--- config.mk ---
export PLATFORM = sky130hd
export DESIGN_NAME = tto_cross
export DESIGN_NICKNAME = d
export VERILOG_FILES = /design/src/tto_cross.sv
export SDC_FILE = /design/constraint.sdc
export NUM_CORES = 2
export LEC_CHECK = 0
export BUFFER_PORTS_ARGS = -buffer_cell sky130_fd_sc_hd__buf_2
export CAP_MARGIN = 5
export CORE_MARGIN = 10
export CORE_UTILIZATION = 59
export DETAILED_ROUTE_END_ITERATION = 8
export GPL_ROUTABILITY_DRIVEN = 0
export HOLD_SLACK_MARGIN = 0.03
export PLACE_DENSITY = 0.89
export SYNTH_ARGS = -nofsm -noshare
export SYNTH_HDL_FRONTEND = slang
export SYNTH_SLANG_ARGS = --single-unit
export TNS_END_PERCENT = 20
--- constraint.sdc ---
create_clock -name clk_i -period 7.1 [get_ports clk_i]
set_clock_uncertainty 0.1 [all_clocks]
set_input_delay 1.42 -clock clk_i [delete_from_list [all_inputs] [get_ports clk_i]]
set_output_delay 1.42 -clock clk_i [all_outputs]
set_load 0.01 [all_outputs]
--- src/tto_cross.sv ---
// ----------------------------------------------------------------------------
// tto_cross
// Two-stage 2D cross product a.x*b.y - a.y*b.x: products, then difference.
// ----------------------------------------------------------------------------
`default_nettype none

module tto_cross #(
  parameter int unsigned DW = 17
) (
  input  logic                 clk_i,
  input  logic                 en_i,
  input  logic signed [DW-1:0] ax_i,
  input  logic signed [DW-1:0] ay_i,
  input  logic signed [DW-1:0] bx_i,
  input  logic signed [DW-1:0] by_i,
  output logic signed [2*DW:0] cross_o
);

  logic signed [2*DW-1:0] p1_d, p1_q, p2_d, p2_q;
  logic signed [2*DW:0]   r_d, r_q;

  // product stage
  assign p1_d = ax_i * by_i;
  assign p2_d = ay_i * bx_i;

  // difference stage, one guard bit
  assign r_d = {p1_q[2*DW-1], p1_q} - {p2_q[2*DW-1], p2_q};

  always_ff @(posedge clk_i) begin
    if (en_i) begin
      p1_q <= p1_d;
      p2_q <= p2_d;
      r_q  <= r_d;
    end
  end

  assign cross_o = r_q;

endmodule

`default_nettype wire

==> metrics.yaml <==
reg2regPathDepth: 12
die-area_sq_um: 53700
h-tree-depth: 3
grt_pass1_vias: 23200
required_ns: 7.09
clock_latency_ns: 0.36
syn_area_per_cell_sq_um: 9.74
areaGrowthSynthToFinish_pct: 14.6
grt_max_degree: 60
r2r_start: "p1_q[0]"
outcome: "finished, violations left"
chipWidth_microns: 232
grt.total_usage_pct: 24.7
critical_path.top_delay_family: "adder cells"
dr.first_iter.drc_count: 1619
period_share_pct: 101
arrival_ns: 7.14
grt_pass1_wl_microns: 108000
synth_area_sq_um: 26500
dpl.hpwl_microns: 55300
max_slew_margin_pct: 49.1
netlist_instances: 2716
rsz0062_at_grt: "yes"
crit_slowest_cell: "fa_1"
final_common_cell: "inv_1"
slew_violations: 0
synthArstFlopShare_pct: 0
clkTransAtPathRegs_ns: 0.07
hold_violations: 0
setup.worst_path.start_class: "input port"
gr-total-overflow: 0
viasPerCell: 5.66
cpPeakStageDelay_ns: 0.55
antenna_found_initial: 1
worstPathCellList: "clkbuf_4 > nand2_1 > fa_1 > fa_1 > inv_1 > fa_1 > inv_1 > fa_1 > inv_1 > fa_1 > inv_1 > fa_1 > inv_1 > ha_1 > nand2_1 > a2111oi_4 > a21oi_2 > o211ai_1 > buf_4 > a211oi_4 > o31ai_2 > a21oi_1 > xnor2_1"
vias: 20500
syn-num-nets: 3583
synth-edff-count: 103
r2r_slack_ns: 3.62
max_freq_ghz: 0.140
die_height_microns: 232
cts_buffers: 9
whs_endpoint: "cross_o[0]"
hold_path_depth: 2
crit_buf_inv: 7
clockRootBuffer: "clkbuf_16"
start_util_pct: 59.7
layout-drive-gt1-share_pct: 15.2
violations: "negative setup slack"
holdCritStartpoint: "p2_q[0]"
cts_tree: "built"
cp_common_cell: "fa_1"
crit_path_end_kind: "flip-flop"
ys_seq_elements: 103
first_pass_iters: 8
finalSetupViolCount: 1
max_cap_violations: 0
cts.sinks: 103
antenna_left: 0
place.port_buffers: 104
yosysWarnings: 0
drc_errors: 0
clockBufferDepth: 2
yosys.cell_types.count: 59
synth-seq-area-share_pct: 11.7
worst-path-max-fanout: 10
reg2reg_to: "cross_o[34]"
wire_per_inst_microns: 18.4
coreArea_sq_um: 44300
pre_cts_ws_ns: -0.487
num_rows: 77
fin_crit_ns: 7.15
io_pins: 105
drt-total-wl_microns: 66500
nNetsFinal: 3890
worstSetupPathType: "in -> reg"
layout_setup_ws_ns: -0.0501
final_cell_mix: "666 x inv_1, 582 x fa_1, 292 x and2_1, 282 x nand2_1, 264 x buf_4"
synthFlopType: "edfxtp_1"
hp-class: "reg -> reg"
worst_pin_slew_ns: 0.764
==> sequential cells by signal (all words and copies together) (netlist names) <==
signal,cells
p2_q,34
cross_o,35
p1_q,34
==> how the worst max path moves through the flow <==
stage,from,end,slack (ns),cells after the start
6_report,by_i[3],p1_q[33],-0.05,23
5_1_grt,ax_i[6],p1_q[33],-0.23,24
4_1_cts,bx_i[4],p2_q[27],-0.01,24
3_5_place_dp,by_i[2],p1_q[22],-0.49,23
3_3_place_gp,bx_i[5],p2_q[26],-0.28,22
2_1_floorplan,bx_i[6],p2_q[26],-0.11,21
==> cell type report <==
cell class / count / area [sq um]
diodes: 2 / 5.00
repair buffers: 373 / 2720
fillers: 2832 / 14000
inverters: 668 / 2510
multi-input cells: 1868 / 20900
well taps: 592 / 741
clock inverters: 7 / 120
flip-flops and latches: 103 / 3090
clock buffers: 9 / 225
==> worst min-delay path: stages, from the launching register on <==
cell	delay (ns)
edfxtp_1	0.34
ha_1	0.12
inv_1	0.04
==> Yosys cell counts, types with 5 or more instances <==
cell type	n	share of area [%]
ha_1	204	9.6
inv_1	668	9.5
o21ai_0	41	0.78
o21ai_1	6	0.11
o21bai_1	10	0.28
nand2_1	284	4.0
and3_1	8	0.19
a211oi_1	11	0.31
a2111oi_0	8	0.26
nand2b_1	12	0.28
nor3_1	12	0.23
xnor2_1	80	2.6
nor2_1	70	0.99
fa_1	593	45
a21o_1	35	0.99
xor2_1	21	0.70
nand3_1	11	0.21
nand4_1	6	0.14
a21oi_1	73	1.4
and2_1	296	7.0
nor2b_1	11	0.26
edfxtp_1	103	12
o21a_1	13	0.37
clkbuf_1	75	1.1
and4_1	5	0.17
==> metrics by stage <==
stage | hold WS (ns) | util (%) | instances | setup TNS [ns] | cell area [sq um]
after detailed placement | 0.543 | 66.7 | 3599 | -4.62 | 29600
after floorplan | 0.507 | - | 2716 | -0.332 | 26600
after global routing | 0.588 | 68.4 | 3621 | -1.41 | 30300
final | 0.558 | 68.4 | 3622 | -0.0501 | 30300
after CTS | 0.567 | 67.6 | 3615 | -0.0121 | 29900
after global placement | 0.526 | 66.7 | 3599 | -2.16 | 29600
==> cells by family after synthesis <==
group / after synthesis / share of synthesized area [%]
adder cells (fa/ha/maj): 797 / 54.5
buffers and inverters: 745 / 10.6
AND/OR/NAND/NOR: 727 / 13.8
AO/OA/AOI/OAI: 243 / 6.06
flip-flops: 103 / 11.7
XOR/XNOR: 101 / 3.34
==> layer usage <==
layer  global-route usage [%]  vias up  wire length, microns
met1                     27.5    10400                 22400
met2                     44.7     1051                 35200
met4                     12.5        0                  3870
li1                         -     8762                     -
met5                        0        -                     0
met3                     4.29      331                  5060
==> timing repair <==
action,4_1_cts,5_1_grt
resized for setup,8,93
pin swaps,1,51
endpoints found under the hold margin,0,0
setup buffers,0,5
endpoints found under the setup margin,6,17
hold buffers,0,0
Power is left out: the tool's default activity adds up to more than one toggle a clock period on the data nets, which glitch-free logic cannot reach.
