`config.mk`:
```
export PLATFORM = sky130hd
export DESIGN_NAME = tto_eval
export DESIGN_NICKNAME = d
export VERILOG_FILES = /design/src/tto_pkg.sv /design/src/tto_eval.sv
export SDC_FILE = /design/constraint.sdc
export NUM_CORES = 1
export LEC_CHECK = 0
export ABC_AREA = 1
export BUFFER_PORTS_ARGS = -buffer_cell sky130_fd_sc_hd__buf_2
export CORE_AREA = 2 2 421 423
export DETAILED_ROUTE_END_ITERATION = 16
export DIE_AREA = 0 0 423 425
export PLACE_DENSITY = 0.35
export SYNTH_ARGS = -nofsm -noshare
export SYNTH_HDL_FRONTEND = slang
export SYNTH_SLANG_ARGS = --single-unit
export TNS_END_PERCENT = 1
```
`constraint.sdc`:
```
create_clock -name clk_i -period 5.4 [get_ports clk_i]
set_input_delay 0.27 -clock clk_i [delete_from_list [all_inputs] [get_ports clk_i]]
set_output_delay 0.27 -clock clk_i [all_outputs]
set_load 0.1 [all_outputs]
```
`src/tto_pkg.sv`:
```
// ----------------------------------------------------------------------------
// tto_pkg
// Shared constants for the triangle overlap pipeline.
// ----------------------------------------------------------------------------
`default_nettype none

package tto_pkg;

  // two triangles, three vertices each
  localparam int unsigned NumTri = 2;
  localparam int unsigned NumPt  = 3;
  // edges of the first triangle at B0, and of the second at B1
  localparam int unsigned NumEdge = 2;

endpackage

`default_nettype wire

```
`src/tto_eval.sv`:
```
// ----------------------------------------------------------------------------
// tto_eval
// Sign and range tests on the cross products: vertex-inside and edge-crossing
// flags, registered.
// ----------------------------------------------------------------------------
`default_nettype none

module tto_eval
  import tto_pkg::*;
#(
  parameter int unsigned DW = 17
) (
  input  logic                 clk_i,
  input  logic                 en_i,
  input  logic signed [2*DW:0] den_i [NumTri],
  input  logic signed [2*DW:0] sn_i  [NumTri][NumPt],
  input  logic signed [2*DW:0] tn_i  [NumTri][NumPt],
  input  logic signed [2*DW:0] c1_i  [NumEdge],
  input  logic signed [2*DW:0] c2_i  [NumEdge][NumEdge],
  input  logic signed [2*DW:0] c3_i  [NumEdge],
  input  logic signed [2*DW:0] c4_i  [NumEdge][NumEdge],
  input  logic signed [DW-1:0] dx_i  [NumEdge],
  input  logic signed [DW-1:0] dy_i  [NumEdge],
  input  logic signed [DW-1:0] ex_i,
  input  logic signed [DW-1:0] ey_i,
  input  logic signed [DW-1:0] fx_i  [NumEdge],
  input  logic signed [DW-1:0] fy_i  [NumEdge],
  output logic                 hit_o
);

  localparam int unsigned CW = 2 * DW + 1;
  localparam int unsigned NW = DW + 1;

  logic [NumTri*NumPt-1:0]     in_d, in_q;
  logic [NumEdge*NumEdge-1:0]  sg_d, sg_q;

  // vertex strictly inside the other triangle
  always_comb begin
    logic signed [CW:0] sum;
    logic signed [CW:0] den;
    for (int i = 0; i < NumTri; i++) begin
      for (int j = 0; j < NumPt; j++) begin
        sum = {sn_i[i][j][CW-1], sn_i[i][j]} + {tn_i[i][j][CW-1], tn_i[i][j]};
        den = {den_i[i][CW-1], den_i[i]};
        if (den_i[i] > 0) begin
          in_d[i*NumPt+j] = (sn_i[i][j] > 0) && (tn_i[i][j] > 0) && (sum < den);
        end else if (den_i[i] < 0) begin
          in_d[i*NumPt+j] = (sn_i[i][j] < 0) && (tn_i[i][j] < 0) && (sum > den);
        end else begin
          in_d[i*NumPt+j] = 1'b0;
        end
      end
    end
  end

  // edge pair crossing, collinear case by projection on one axis
  always_comb begin
    logic signed [NW-1:0] n1, n2, dd;
    for (int a = 0; a < NumEdge; a++) begin
      for (int b = 0; b < NumEdge; b++) begin
        if (dx_i[a] == 0) begin
          n1 = NW'(ey_i);
          n2 = NW'(fy_i[b]);
          dd = NW'(dy_i[a]);
        end else begin
          n1 = NW'(ex_i);
          n2 = NW'(fx_i[b]);
          dd = NW'(dx_i[a]);
        end
        if (dd < 0) begin
          n1 = -n1;
          n2 = -n2;
          dd = -dd;
        end
        if (c1_i[a] == 0 && c2_i[a][b] == 0) begin
          if (dx_i[a] == 0 && dy_i[a] == 0) begin
            sg_d[a*NumEdge+b] = 1'b0;
          end else begin
            sg_d[a*NumEdge+b] = (n1 > 0 && n1 < dd) || (n2 > 0 && n2 < dd) ||
                                (n1 < 0 && n2 > dd) || (n2 < 0 && n1 > dd);
          end
        end else if ((c1_i[a] > 0 && c2_i[a][b] > 0) ||
                     (c1_i[a] < 0 && c2_i[a][b] < 0)) begin
          sg_d[a*NumEdge+b] = 1'b0;
        end else begin
          sg_d[a*NumEdge+b] = (c3_i[b] > 0 && c4_i[a][b] < 0) ||
                              (c3_i[b] < 0 && c4_i[a][b] > 0);
        end
      end
    end
  end

  always_ff @(posedge clk_i) begin
    if (en_i) begin
      in_q <= in_d;
      sg_q <= sg_d;
    end
  end

  assign hit_o = (|in_q) | (|sg_q);

endmodule

`default_nettype wire

```
==> impl_metrics.csv <==
group,metric,value,unit
finish,nFillCells,20500,
floorplan,die_w,423,µm
detailed_routing,wire_per_inst,23.5,µm
synth,synth_edf_count,10,
setup_path,cp_top_family,"compound AO/OA/AOI/OAI gates",
cts,cts_tree,"done",
cts,numCtsBuffers,3,
cts,root_buffer,"clkbuf_16",
timing,fmax,201,MHz
cts,clk_path_buf_depth,2,
pwr,vdd_ir_drop_max,71.1,µV
setup_path,startpoint_type,"input pin",
pwr,pwr-share-comb,93.2,%
pwr,power_leakage,18.3,nW
global_routing,grt_first_pass_wirelength,252000,µm
floorplan,dieArea,180000,µm²
detailed_routing,dr.first_iter.drc_count,2129,
finish,syn_to_final_growth,33.3,%
setup_path,cp_data_required_time,5.40,ns
pwr,power.internal,1.71,mW
outcome,status,"completed",
synth,synthCells,4378,
floorplan,fp-row-count,154,
pwr,seq_power_share,3.0,%
detailed_routing,drtAntennaViolNets,0,
finish,most-common-layout-cells,"1082 x buf_2, 971 x nand2_1, 579 x inv_1",
finish,drive_above_1_share,22.2,%
setup_path,crit_path_top_delay_cell,"nor4b_1",
timing,fin_setup_tns,0,ns
timing,drv_slew,0,
global_routing,grt_usage,19.4,%
cts,htreeDepth,1,
setup_path,crit_path_end_kind,"register",
timing,finalSetupViolCount,0,
synth,synth_warnings,0,
finish,layout_commonest_cell,"buf_2",
cts,clkSlewWorstSetupHoldPaths,0.05,ns
finish,fin_nets,7093,
cts,postCtsSetupRepairBufs,0,
floorplan,die_y,425,µm
synth,syn_area,26300,µm²
timing,hold_viol,0,
pwr,swShare,59.3,%
min_path,hold_path.class,"input pin to register",
setup_path,critPathKind,"input pin to register",
setup_path,cp_data_arrival_time,4.97,ns
synth,ys.flop_type,"edfxtp_1",
timing,worst_pin_slew,1.00,ns
detailed_routing,wl,184000,µm
cts,clock_sinks,10,
pwr,powerDensity,120,nW/µm²
detailed_routing,via_per_inst,4.49,
finish,finalNonFillerCells,7849,
placement,routabilityCongestion,0.974,
setup_path,crit_path_end,"in_q[5]$_DFFE_PP_",
detailed_routing,vias,35200,
detailed_routing,dr.pass1.iters,6,
placement,hpwl,173000,µm
floorplan,io_pins,1083,
synth,ys_async_sr_fraction,0,%
timing,rsz0062_at_grt,"false",
global_routing,antenna_found_initial,79,
timing,slew_headroom,32.4,%
timing,final.period_utilization,92.0,%
synth,seq_area_frac_synth,1.14,%
synth,synth_seq_cells,10,
min_path,worstHoldStart,"den_i[69]",
setup_path,critPathLaunch,"sn_i[0]",
timing,min_period,4.97,ns
synth,synthDistinctLibCells,65,
pwr,pwr-share-clk,3.9,%
global_routing,overflow,0,
global_routing,grt_pass1_vias,34500,
setup_path,cp_slowest_stage_delay,0.59,ns
placement,port_buffers,1082,
placement,dpl.cell_count,7822,
pwr,p_switching,2.50,mW
setup_path,critical_path.max_fanout,3,
setup_path,crit_cells,25,
setup_path,cp.buffers_inverters,1,
detailed_routing,drc,0,
synth,avgSynthCellArea,6.00,µm²
floorplan,core_area,175000,µm²
floorplan,start_util,15.0,%
global_routing,grt_max_degree,75,
flow_run,drv_cap,0,
power groups by stage:
stage	combinational [mW]	sequential, mW	clock, mW
finish	3.92	0.124	0.162
global route	4.42	0.126	0.179
CTS	3.94	0.124	0.178
detailed placement	3.92	0.125	0
global placement	3.92	0.127	0
floorplan	2.35	0.111	0
cell type report:
type                            count  area, µm²  area share, %
Multi-Input combinational cell   3737      23500           67.1
Timing Repair Buffer             1151       5970           17.1
Tap cell                         2340       2930           8.36
Inverter                          584       2190           6.26
Sequential cell                    10        300          0.858
Clock buffer                        3       75.1          0.214
Antenna cell                       23       57.6          0.164
Clock inverter                      1       3.75         0.0107
synthesized netlist by cell type (20+ instances only):
library cell  instances  share of area (%)
nand4_1             144                3.4
nor2_1              324                4.6
nand2_1             971                 14
nor4_1              225                5.4
nand3b_1             20               0.57
ha_1                518                 25
a21oi_1             375                7.1
o21ai_0             197                3.8
xnor2_1              82                2.7
o21ai_1              59                1.1
a211oi_1             21               0.60
inv_1               579                8.3
a31oi_1              40               0.95
o211ai_1             20               0.57
nor3_1               54                1.0
buf_2                28               0.53
nand3_1             268                5.1
xor2_1              204                6.8
repair_timing:
action,in CTS,in global routing
hold buffers,0,0
setup endpoints to repair,0,1
resized for setup,0,1
how the worst min path moves through the flow:
stage                              endpoint  slack [ns]  cells past startpoint
after detailed placement  in_q[1]$_DFFE_PP_        0.74                      3
after floorplan           in_q[0]$_DFFE_PP_        0.38                      0
after global placement    in_q[1]$_DFFE_PP_        0.74                      3
final                     in_q[1]$_DFFE_PP_        0.48                      3
after CTS                 in_q[1]$_DFFE_PP_        0.46                      3
after global routing      in_q[1]$_DFFE_PP_        0.49                      3
metrics by stage:
step | power (mW) | hold WS, ns | cell area, µm² | util [%] | setup WS [ns]
6_report | 4.21 | 0.477 | 35000 | 20.0 | 0.434
4_1_cts | 4.24 | 0.459 | 34900 | 19.9 | 0.295
5_1_grt | 4.72 | 0.492 | 35000 | 19.9 | 0.0239
3_3_place_gp | 4.04 | 0.743 | 34900 | 19.9 | 0.102
3_5_place_dp | 4.04 | 0.742 | 34900 | 19.9 | 0.0124
2_1_floorplan | 2.46 | 0.382 | 26300 | - | 1.08
flip-flops by register name (all words and copies together) (netlist names):
name	cells
in_q	6
sg_q	4
cell families (layout without fill, tap and decap cells):
family,Yosys count,in the layout,share of synthesized area [%]
and+or+nand+nor,2053,2053,35.4
AOI/OAI and AO/OA,868,868,19.0
buffers and inverters,636,1739,9.67
adders and majority gates,524,524,25.1
xor gates and xnor gates,286,286,9.54
DFF,10,10,1.14
other,1,29,0.0143
per-layer routing:
layer | routed length (µm) | up-vias | global-route usage [%]
li1 | - | 17600 | -
met3 | 7010 | 165 | 1.53
met1 | 86900 | 16500 | 26.6
met5 | 81 | - | 0
met2 | 87000 | 994 | 33.6
met4 | 3290 | 14 | 2.70
No activity file was read; power rests on OpenSTA's default activity.
